**config.mk**
```make
export PLATFORM = sky130hd
export DESIGN_NAME = nmea_byte_decode
export DESIGN_NICKNAME = d
export VERILOG_FILES = /design/src/hw/rtl/nmea_pkg.sv /design/src/hw/rtl/nmea_byte_decode.sv
export SDC_FILE = /design/constraint.sdc
export NUM_CORES = 1
export LEC_CHECK = 0
export BUFFER_PORTS_ARGS = -buffer_cell sky130_fd_sc_hd__buf_2
export CAP_MARGIN = 20
export CORE_MARGIN = 1.5
export CORE_UTILIZATION = 30
export DETAILED_ROUTE_END_ITERATION = 8
export GPL_TIMING_DRIVEN = 0
export PLACE_DENSITY = 0.55
export SLEW_MARGIN = 20
export SYNTH_ARGS = -nofsm -noshare
export SYNTH_HDL_FRONTEND = slang
export SYNTH_SLANG_ARGS = --single-unit
```
**constraint.sdc**
```tcl
create_clock -name vclk -period 4.72
set_input_delay 0.708 -clock vclk [all_inputs]
set_output_delay 0.708 -clock vclk [all_outputs]
set_load 0.1 [all_outputs]
```
**src/hw/rtl/nmea_pkg.sv**
```systemverilog
// shared types and constants for the nmea sentence checker
package nmea_pkg;

    localparam logic [5:0] MAX_FIELDS = 6'd32;
    localparam logic [7:0] CHAR_MAX   = 8'd255;

    // phase codes
    localparam logic [2:0] PH_IDLE = 3'd0;
    localparam logic [2:0] PH_BODY = 3'd1;
    localparam logic [2:0] PH_SUM1 = 3'd2;
    localparam logic [2:0] PH_SUM2 = 3'd3;
    localparam logic [2:0] PH_DONE = 3'd4;

    // segment tags
    localparam logic [2:0] SEG_FRAME = 3'd0;
    localparam logic [2:0] SEG_TALK  = 3'd1;
    localparam logic [2:0] SEG_TYPE  = 3'd2;
    localparam logic [2:0] SEG_DATA  = 3'd3;
    localparam logic [2:0] SEG_SUM   = 3'd4;

    // framing characters
    localparam logic [7:0] CH_DOLLAR = 8'h24;
    localparam logic [7:0] CH_COMMA  = 8'h2C;
    localparam logic [7:0] CH_STAR   = 8'h2A;
    localparam logic [7:0] CH_CR     = 8'h0D;
    localparam logic [7:0] CH_LF     = 8'h0A;

    typedef struct packed {
        logic [2:0] phase;
        logic [7:0] running_xor;
        logic [7:0] received_sum;
        logic       digit_bad;
        logic [5:0] field_count;
        logic [7:0] char_count;
    } state_t;

    typedef struct packed {
        logic [7:0] byte_out;
        logic [2:0] segment;
        logic [5:0] field_index;
        logic [7:0] char_index;
        logic       sentence_end;
        logic       sentence_ok;
        logic       sum_match;
    } result_t;

endpackage

```
**src/hw/rtl/nmea_byte_decode.sv**
```systemverilog
// per-byte decode: tags one byte and computes the next framing state
module nmea_byte_decode (
    input  logic              [7:0] data_byte,
    input  logic                    check_enable,
    input  nmea_pkg::state_t        cur,
    output nmea_pkg::state_t        nxt,
    output nmea_pkg::result_t       res
);
    import nmea_pkg::*;

    logic       hex_ok;
    logic [3:0] hex_val;
    logic [7:0] char_bumped;
    logic       sum_valid;
    logic       match;

    // ascii hex digit to nibble
    always_comb
    begin
        hex_ok  = 1'b1;
        hex_val = 4'd0;
        if (data_byte inside {[8'h30:8'h39]})
        begin
            hex_val = 4'(data_byte - 8'h30);
        end
        else if (data_byte inside {[8'h61:8'h66]})
        begin
            hex_val = 4'(data_byte - 8'h57);
        end
        else if (data_byte inside {[8'h41:8'h46]})
        begin
            hex_val = 4'(data_byte - 8'h37);
        end
        else
        begin
            hex_ok = 1'b0;
        end
    end

    assign char_bumped = (cur.char_count != CHAR_MAX) ? cur.char_count + 8'd1 : cur.char_count;
    assign sum_valid   = (cur.phase == PH_DONE) && !cur.digit_bad;
    assign match       = sum_valid && (cur.received_sum == cur.running_xor);

    always_comb
    begin
        nxt              = cur;
        res              = '0;
        res.byte_out     = data_byte;
        res.segment      = SEG_FRAME;
        if (data_byte == CH_DOLLAR)
        begin
            nxt       = '0;
            nxt.phase = PH_BODY;
        end
        else if (cur.phase == PH_IDLE)
        begin
            // outside a sentence: nothing tracked
        end
        else if (data_byte inside {CH_CR, CH_LF})
        begin
            res.sentence_end = 1'b1;
            res.sum_match    = match;
            res.sentence_ok  = !check_enable || match;
            res.field_index  = cur.field_count;
            res.char_index   = cur.char_count;
            nxt.phase        = PH_IDLE;
        end
        else if (cur.phase == PH_BODY)
        begin
            if (data_byte == CH_STAR)
            begin
                nxt.phase      = PH_SUM1;
                nxt.char_count = 8'd0;
            end
            else if (data_byte == CH_COMMA)
            begin
                nxt.running_xor = cur.running_xor ^ data_byte;
                if (cur.field_count < MAX_FIELDS)
                begin
                    nxt.field_count = cur.field_count + 6'd1;
                end
                nxt.char_count = 8'd0;
            end
            else
            begin
                nxt.running_xor = cur.running_xor ^ data_byte;
                nxt.char_count  = char_bumped;
                if (cur.field_count != 6'd0)
                begin
                    res.segment = SEG_DATA;
                end
                else if (cur.char_count < 8'd2)
                begin
                    res.segment = SEG_TALK;
                end
                else if (cur.char_count < 8'd5)
                begin
                    res.segment = SEG_TYPE;
                end
            end
            // framing and overlong address bytes report the updated count
            res.char_index  = (res.segment == SEG_FRAME) ? nxt.char_count : cur.char_count;
            res.field_index = nxt.field_count;
        end
        else
        begin
            if (hex_ok && (cur.phase == PH_SUM1 || cur.phase == PH_SUM2))
            begin
                nxt.received_sum = {cur.received_sum[3:0], hex_val};
                nxt.char_count   = char_bumped;
                nxt.phase        = (cur.phase == PH_SUM1) ? PH_SUM2 : PH_DONE;
                res.segment      = SEG_SUM;
            end
            else
            begin
                nxt.digit_bad = 1'b1;
            end
            res.char_index  = cur.char_count;
            res.field_index = cur.field_count;
        end
    end

endmodule

```
[Word-level counts from Yosys, hierarchy flattened]
Index checks and enable logic that the tools add are counted.
Word-level totals
  flip-flop bits (word level): 0
  logic and storage cells: 85
  input port bits: 43
Operators by class
  bitwise logic cells: 1
  reductions and logical operators: 14
  eq/ne operators: 11
  add/subtract/negate cells: 5
  $lt $le $gt $ge: 9
  multiplexer cells: 45
Operators with widths (count)
  $mux 8: 9
  $mux 34: 2
  $mux 3: 16
  $mux 20: 2
  $mux 31: 1
  $eq 8x6->1 const B: 3
  $mux 6: 4
  $mux 17: 1
  $eq 8x4->1 const B: 2
  $ge 8x7->1 const B: 2
  $le 8x7->1 const B: 2
  $mux 14: 1
  $mux 4: 3
  $mux 9: 1
  $add 8x1->8 const B: 1
  $eq 8x8->1: 1
  $ge 8x6->1 const B: 1
  $le 8x6->1 const B: 1
  $lt 8x2->1 const B: 1
  $lt 8x3->1 const B: 1
  $ne 8x8->1 const B: 1
  $sub 4x3->4 const B: 2
  $xor 8x8->8: 1
  $add 6x1->6 const B: 1
  other kinds (13): 25

[Depth between registers and ports, before layout]
Gate-level depths: netlist of the first run.
  word-level depth: 16
  depth in mapped cells: 9
  mapped depth without buffers: 8

[Worst setup path before layout of the first run]
OpenSTA, ideal clock, no wires.
  path kind: in2out
  start: input port data_byte[1]
  end: output port nxt[1] (netlist name)
  required time: 4.012 ns
  data arrival time: 4.810 ns
  stages: 7
  setup slack: -0.798 ns
  path through: inv_1 > ha_1 > nor3b_2 > nor4_4 > nor2_2 > clkinv_4 > o41ai_1
RTL lines
  from (decl): line nmea_byte_decode.sv:3  | input logic [7:0] data_byte,
  to (decl): line nmea_byte_decode.sv:6  | output nmea_pkg::state_t nxt,

==> results_dict.tcl, run 1 <==
set metrics [dict create \
    status "finished clean" \
    synth_top_area_cell "sky130_fd_sc_hd__xor2_1" \
    critical_path_required_ns 4.01 \
    xor_xnor_share_of_the_synthesized_area_pct 10.0 \
    grt_start_max_net_pins 11 \
    postCtsSetupRepairBufs 0 \
    core-area_um2 6060 \
    final_area_um2 2540 \
    crit_slowest_cell "sky130_fd_sc_hd__nor4_2" \
    critPathMostFrequentCell "sky130_fd_sc_hd__buf_2" \
    weighted_congestion_at_the_end_of_routability_driven_global_placement 0.882 \
    number_of_nets_in_the_layout 442 \
    post_drt_wl_per_cell_um 15.2 \
    n_sequential_cell 0 \
    cp.arrival_ns 3.11 \
    synth_compound_area_share_pct 27.2 \
    synth_fa_ha_area_share_pct 5.86 \
    die_height_um 83.1 \
    syn_avg_cell_area_um2 6.72 \
    hold_path.class "in2out" \
    std_cell_rows 28 \
    synth.net_count 338 \
    fraction_of_layout_cells_with_a_size_suffix_above_1_pct 40.2 \
    netlist_area_um2 1920 \
    synthToLayoutAreaGrowth_pct 32.1 \
    drt_pre_antenna_iters 4 \
    vias 2433 \
    vdd_ir_drop_max_uv 92.8 \
    setup.worst_path.end_class "primary output" \
    fin_crit_sh_pct 80.8 \
    yosys.area_share.simple_pct 40.7 \
    track_usage_pct 18.9 \
    total_switching_power_mw 0.343 \
    crit_fanout 7 \
    fillCellCount 668 \
    cellLeakagePower_nw 1.18 \
    start_util_pct 31.7 \
    worstHoldPathCells 4 \
    synth_cell_type_count 66 \
    relSlewSlack_pct 51.2 \
    maxClockFrequency_mhz 262 \
    critPathKind "in2out" \
    power_per_cell_area_nw_per_um2 168 \
    place_area_um2 2540 \
    layout_min_cycle_time_ns 3.81 \
    combinationalPowerShare_pct 100.0 \
    die-area_um2 6900 \
    yosys-mux-area-fraction_pct 4.23 \
    yosysTopAreaCellShare_pct 8.20 \
    grt_overflow_total 0 \
    setup_repair_after_global_routing_missed_its_margin "no" \
    drt_first_iter_violations 182 \
    start_kind "primary input" \
    pwr-share-clk_pct 0 \
    drt.antenna.violating_nets 0 \
    yosys-top-cells-area "sky130_fd_sc_hd__xor2_1, sky130_fd_sc_hd__nand2_1, sky130_fd_sc_hd__nor2_1" \
    synth_sequential_area_ratio_pct 0 \
    route.detailed.drc 0 \
    routed_wirelength_mm 7.06 \
    timing.setup.tns_ns 0 \
    netSwitchingFraction_pct 80.4 \
    seqCellArea_um2 0 \
    nClkBuffers 0 \
    grt_pass1_vias 2243 \
    die_w_um 83.1 \
    grt_antenna_before_repair 0 \
    worstHoldEndpoint "nxt[22]" \
    insertedDiodeCount 0 \
    path_cells "buf_2, inv_1, ha_1, nand2b_1, nor4_2, nand2_1, or4_1, a21oi_1, buf_2" \
    crit_path_max_incr_delay_ns 0.55 \
    intPower_mw 0.0840 \
    synthCells 286 \
    dpl.hpwl_mm 5.76 \
    port-buffer-count 102 \
    vias_per_cell 5.25 \
    report.final.slew_viol_count 0 \
    report.final.setup_viol 0 \
    post_cts_resize_count 0 \
    final_hold_viol_count 0 \
    timing.max_cap.violations 0 \
    postCtsHoldBufs 0 \
    yosysWarningCount 0 \
    worst_hold_startpoint "cur[22]" \
    grt_first_pass_wirelength_mm 11.2 \
    power_frac_seq_pct 0 \
    synth_top_family_by_area "simple AND/OR/NAND/NOR gates" \
    worst_pin_slew_ns 0.727 \
    io_pins 105 \
]
==> final cells by class <==
class / instances / area [µm²] / share of cell area, %
Multi-Input combinational cell: 251 / 1710 / 67.1
Timing Repair Buffer: 102 / 510 / 20.1
Buffer: 24 / 185 / 7.29
Tap cell: 75 / 93.8 / 3.69
Inverter: 11 / 46.3 / 1.82
==> placed cells by master, fill, tap and decap left out, types with 4 or more instances in the layout <==
cell type	count
sky130_fd_sc_hd__a21oi_1	15
sky130_fd_sc_hd__a31oi_1	6
sky130_fd_sc_hd__and3_1	5
sky130_fd_sc_hd__buf_2	109
sky130_fd_sc_hd__buf_4	12
sky130_fd_sc_hd__buf_6	4
sky130_fd_sc_hd__ha_1	9
sky130_fd_sc_hd__inv_1	10
sky130_fd_sc_hd__mux2i_1	7
sky130_fd_sc_hd__nand2_1	32
sky130_fd_sc_hd__nand2b_1	5
sky130_fd_sc_hd__nand3_1	14
sky130_fd_sc_hd__nor2_1	32
sky130_fd_sc_hd__nor3_1	9
sky130_fd_sc_hd__nor4_1	4
sky130_fd_sc_hd__o21ai_0	10
sky130_fd_sc_hd__o21ai_1	7
sky130_fd_sc_hd__or2_2	4
sky130_fd_sc_hd__xnor2_1	4
sky130_fd_sc_hd__xor2_1	18
==> per-layer routing <==
metal	up-vias	global-route usage (%)	part of all wire, %
li1	1233	-	-
met1	1111	27.3	47
met2	89	32.2	47
met3	0	1.59	6.2
met4	0	0.606	0
met5	-	0	0
==> kinds of logic after synthesis <==
group                      count (synthesis)
muxes                                      8
adders and majority gates                  9
and+or+nand+nor                          138
AOI/OAI and AO/OA                         74
buffers and inverters                     35
xor gates and xnor gates                  22
==> Yosys cell counts, types with 2 or more instances <==
library cell and instances:
sky130_fd_sc_hd__or4b_4 2, sky130_fd_sc_hd__or4_1 3, sky130_fd_sc_hd__a211o_1 2, sky130_fd_sc_hd__and2_1 3, sky130_fd_sc_hd__and3_1 5, sky130_fd_sc_hd__o21ai_1 7
sky130_fd_sc_hd__nor3b_2 2, sky130_fd_sc_hd__nor4_4 2, sky130_fd_sc_hd__xnor2_1 4, sky130_fd_sc_hd__nor2b_1 3, sky130_fd_sc_hd__a21oi_1 15, sky130_fd_sc_hd__nor3_1 9
sky130_fd_sc_hd__buf_6 4, sky130_fd_sc_hd__o22ai_1 2, sky130_fd_sc_hd__xor2_1 18, sky130_fd_sc_hd__nor4_1 4, sky130_fd_sc_hd__a31oi_1 6, sky130_fd_sc_hd__nor2_1 32
sky130_fd_sc_hd__o21ai_0 10, sky130_fd_sc_hd__or3_1 2, sky130_fd_sc_hd__nor4b_1 2, sky130_fd_sc_hd__o31a_1 3, sky130_fd_sc_hd__nand2b_1 5, sky130_fd_sc_hd__mux2i_1 7
sky130_fd_sc_hd__o21bai_1 3, sky130_fd_sc_hd__nand4_1 2, sky130_fd_sc_hd__nand2_1 32, sky130_fd_sc_hd__buf_2 7, sky130_fd_sc_hd__a21o_1 2, sky130_fd_sc_hd__nor3_2 3
sky130_fd_sc_hd__buf_4 12, sky130_fd_sc_hd__o31ai_1 2, sky130_fd_sc_hd__or2_2 4, sky130_fd_sc_hd__nand3_1 14, sky130_fd_sc_hd__a211oi_2 3, sky130_fd_sc_hd__o21a_1 3
sky130_fd_sc_hd__inv_1 10, sky130_fd_sc_hd__ha_1 9
==> worst max-delay path by stage <==
stage / startpoint / end / slack [ns]
floorplan: cur[5] / res[8] / 0.09
global placement: data_byte[0] / res[5] / 0.92
detailed placement: cur[8] / res[9] / 0.92
CTS: data_byte[0] / res[5] / 0.91
global route: cur[8] / res[9] / 0.74
finish: cur[8] / res[9] / 0.91
==> stage by stage <==
stage	utilization [%]	power [mW]	hold WS, ns	cells	setup WS [ns]
floorplan	-	0.345	1.63	286	0.0899
global placement	41.9	0.426	1.91	463	0.923
detailed placement	41.9	0.427	1.91	463	0.917
CTS	41.9	0.428	1.91	463	0.910
global route	41.9	0.446	1.93	463	0.742
finish	41.9	0.427	1.90	463	0.906
==> power by group through the flow <==
stage          Sequential (mW)  Clock, mW  Combinational, mW
2_1_floorplan                0          0              0.345
3_3_place_gp                 0          0              0.426
3_5_place_dp                 0          0              0.427
4_1_cts                      0          0              0.428
5_1_grt                      0          0              0.446
6_report                     0          0              0.427
==> critical path: cells and delay by family <==
family	cells	cell delay, ns
buf+inv	3	0.67
fa+ha+maj	1	0.17
simple gates	4	1.40
compound gates	1	0.16
Power figures use the tool's default switching activity.
==> run 2: changes to the inputs <==
ABC_AREA = 1   (was default)
PLACE_DENSITY = 0.56   (was 0.55)
clock period = 3.35 ns   (was 4.72 ns; I/O delays follow)
==> results_dict.tcl, run 2 <==
set metrics [dict create \
    vdd_ir_drop_max_uv 144 \
    fin_util_pct 41.8 \
    grt_pass1_vias 2478 \
    std_cell_rows 29 \
    setup_repair_after_global_routing_missed_its_margin "no" \
    drt.antenna.violating_nets 0 \
    crit_fanout 10 \
    mostFrequentLayoutCell "sky130_fd_sc_hd__nand2_1" \
    fraction_of_layout_cells_with_a_size_suffix_above_1_pct 33.4 \
    die_height_um 84.8 \
    place_area_um2 2680 \
    timing.setup.tns_ns 0 \
    violations "design-rule violations" \
    cellLeakagePower_nw 1.61 \
    report.final.slew_viol_count 0 \
    die_w_um 84.8 \
    ys_top_cells_by_count "sky130_fd_sc_hd__nand2_1, sky130_fd_sc_hd__inv_1, sky130_fd_sc_hd__nand3_1, sky130_fd_sc_hd__nor2_1, sky130_fd_sc_hd__a21oi_1" \
    critPathKind "in2out" \
    pre_cts_ws_ns 0.332 \
    final_hold_viol_count 0 \
    drt_first_iter_violations 126 \
    fin_crit_sh_pct 90.8 \
    power_per_cell_area_nw_per_um2 242 \
    vias 2823 \
    relSlewSlack_pct 54.9 \
    drt_pre_antenna_iters 6 \
    maxClockFrequency_mhz 329 \
    synthCells 393 \
    n_sequential_cell 0 \
    yosysTopAreaCellShare_pct 21.3 \
    post_cts_resize_count 0 \
    synthToLayoutAreaGrowth_pct 33.7 \
    worstHoldEndpoint "nxt[12]" \
    status "complete, but fails checks" \
    insertedDiodeCount 0 \
    critical_path_required_ns 2.85 \
    layout_common_cells "sky130_fd_sc_hd__nand2_1, sky130_fd_sc_hd__buf_2, sky130_fd_sc_hd__inv_1" \
    weighted_congestion_at_the_end_of_routability_driven_global_placement 0.938 \
    synth_top_area_cell "sky130_fd_sc_hd__nand2_1" \
    worst_hold_startpoint "cur[12]" \
    number_of_nets_in_the_layout 551 \
    dpl.hpwl_mm 6.21 \
    postCtsSetupRepairBufs 0 \
    seqCellArea_um2 0 \
    report.final.setup_viol 0 \
    hold_path.class "in2out" \
    nClkBuffers 0 \
    grt_start_max_net_pins 11 \
    route.detailed.drc 5 \
    grt_antenna_before_repair 0 \
    start_util_pct 31.2 \
    worstHoldPathCells 4 \
    cp.arrival_ns 2.54 \
    post_drt_wl_per_cell_um 13.1 \
    yosys-top-cells-area "sky130_fd_sc_hd__nand2_1, sky130_fd_sc_hd__nand3_1, sky130_fd_sc_hd__inv_1" \
    final_area_um2 2680 \
    yosysWarningCount 0 \
    post_route_setup_slack_ns 0.309 \
    synth.net_count 445 \
    die-area_um2 7190 \
    grt_overflow_total 0 \
    grt_first_pass_wirelength_mm 11.9 \
    start_kind "primary input" \
    routed_wirelength_mm 7.51 \
    netlist_area_um2 2010 \
    timing.max_cap.violations 0 \
    setup.worst_path.end_class "primary output" \
    vias_per_cell 4.92 \
    layout_min_cycle_time_ns 3.04 \
    postCtsHoldBufs 0 \
    core-area_um2 6420 \
    track_usage_pct 19.8 \
    synth_cell_type_count 36 \
    io_pins 105 \
    synth_sequential_area_ratio_pct 0 \
    syn_avg_cell_area_um2 5.11 \
    port-buffer-count 104 \
    synthMostInstantiatedCell "sky130_fd_sc_hd__nand2_1" \
    worst_pin_slew_ns 0.674 \
]
run 2: cell count changes in the layout (fill, tap and decap cells not counted), sizes merged, moves of 7 or more:
cell	delta
inv	+44
nand2	+87
nor4	-7
xor2	-15
nor2	+13
mux2i	-7
a21oi	+15
nand3	+34
run 2: worst max-delay path by stage:
stage                 start  endpoint  slack, ns  cells after the start
2_1_floorplan  data_byte[0]   nxt[27]      -0.69                      7
3_3_place_gp   data_byte[0]    nxt[4]       0.32                     12
3_5_place_dp   data_byte[0]    nxt[4]       0.33                     12
4_1_cts        data_byte[0]    nxt[4]       0.33                     12
5_1_grt        data_byte[0]    nxt[5]       0.16                     14
6_report       data_byte[0]    nxt[4]       0.31                     12
run 2: where the power goes:
group / switching (mW) / internal, mW
Sequential: 0 / 0
Combinational: 0.526 / 0.122
Clock: 0 / 0
Total: 0.526 / 0.122
run 2: metrics by stage:
| step | hold WS [ns] | power, mW | cells |
|---|---|---|---|
| after floorplan | 1.22 | 0.525 | 393 |
| after global placement | 1.51 | 0.645 | 574 |
| after detailed placement | 1.52 | 0.647 | 574 |
| after CTS | 1.52 | 0.648 | 574 |
| after global routing | 1.54 | 0.681 | 574 |
| final | 1.52 | 0.648 | 574 |
run 2: worst max-delay path, cell delays in order:
cell	delay (ns)
sky130_fd_sc_hd__buf_2	0.14
sky130_fd_sc_hd__inv_1	0.13
sky130_fd_sc_hd__ha_1	0.25
sky130_fd_sc_hd__nand3_4	0.11
sky130_fd_sc_hd__inv_4	0.05
sky130_fd_sc_hd__o21ai_4	0.29
sky130_fd_sc_hd__buf_6	0.20
sky130_fd_sc_hd__nand2_1	0.06
sky130_fd_sc_hd__a21oi_1	0.12
sky130_fd_sc_hd__nand2_1	0.08
sky130_fd_sc_hd__a21oi_2	0.15
sky130_fd_sc_hd__buf_2	0.45
run 2: cell families after synthesis:
logic type      Yosys count  share of synthesized area [%]
buf+inv                  75                           17.3
compound gates           59                           16.8
fa+ha+maj                 9                           5.61
simple gates            238                           55.0
xor+xnor                 12                           5.24
run 2: cell type report:
class | count | area [µm²]
Fill cell | 736 | 3740
Multi-Input combinational cell | 318 | 1720
Timing Repair Buffer | 104 | 520
Inverter | 54 | 208
Buffer | 21 | 140
Tap cell | 77 | 96.3
run 2: routing by layer:
| metal | GRT usage (%) | part of all wire, % | up-vias |
|---|---|---|---|
| met5 | 0 | 0 | - |
| met1 | 29.7 | 51 | 1252 |
| met4 | 2.83 | 1.0 | 0 |
| met2 | 31.9 | 44 | 90 |
| li1 | - | - | 1473 |
| met3 | 0.688 | 4.9 | 8 |
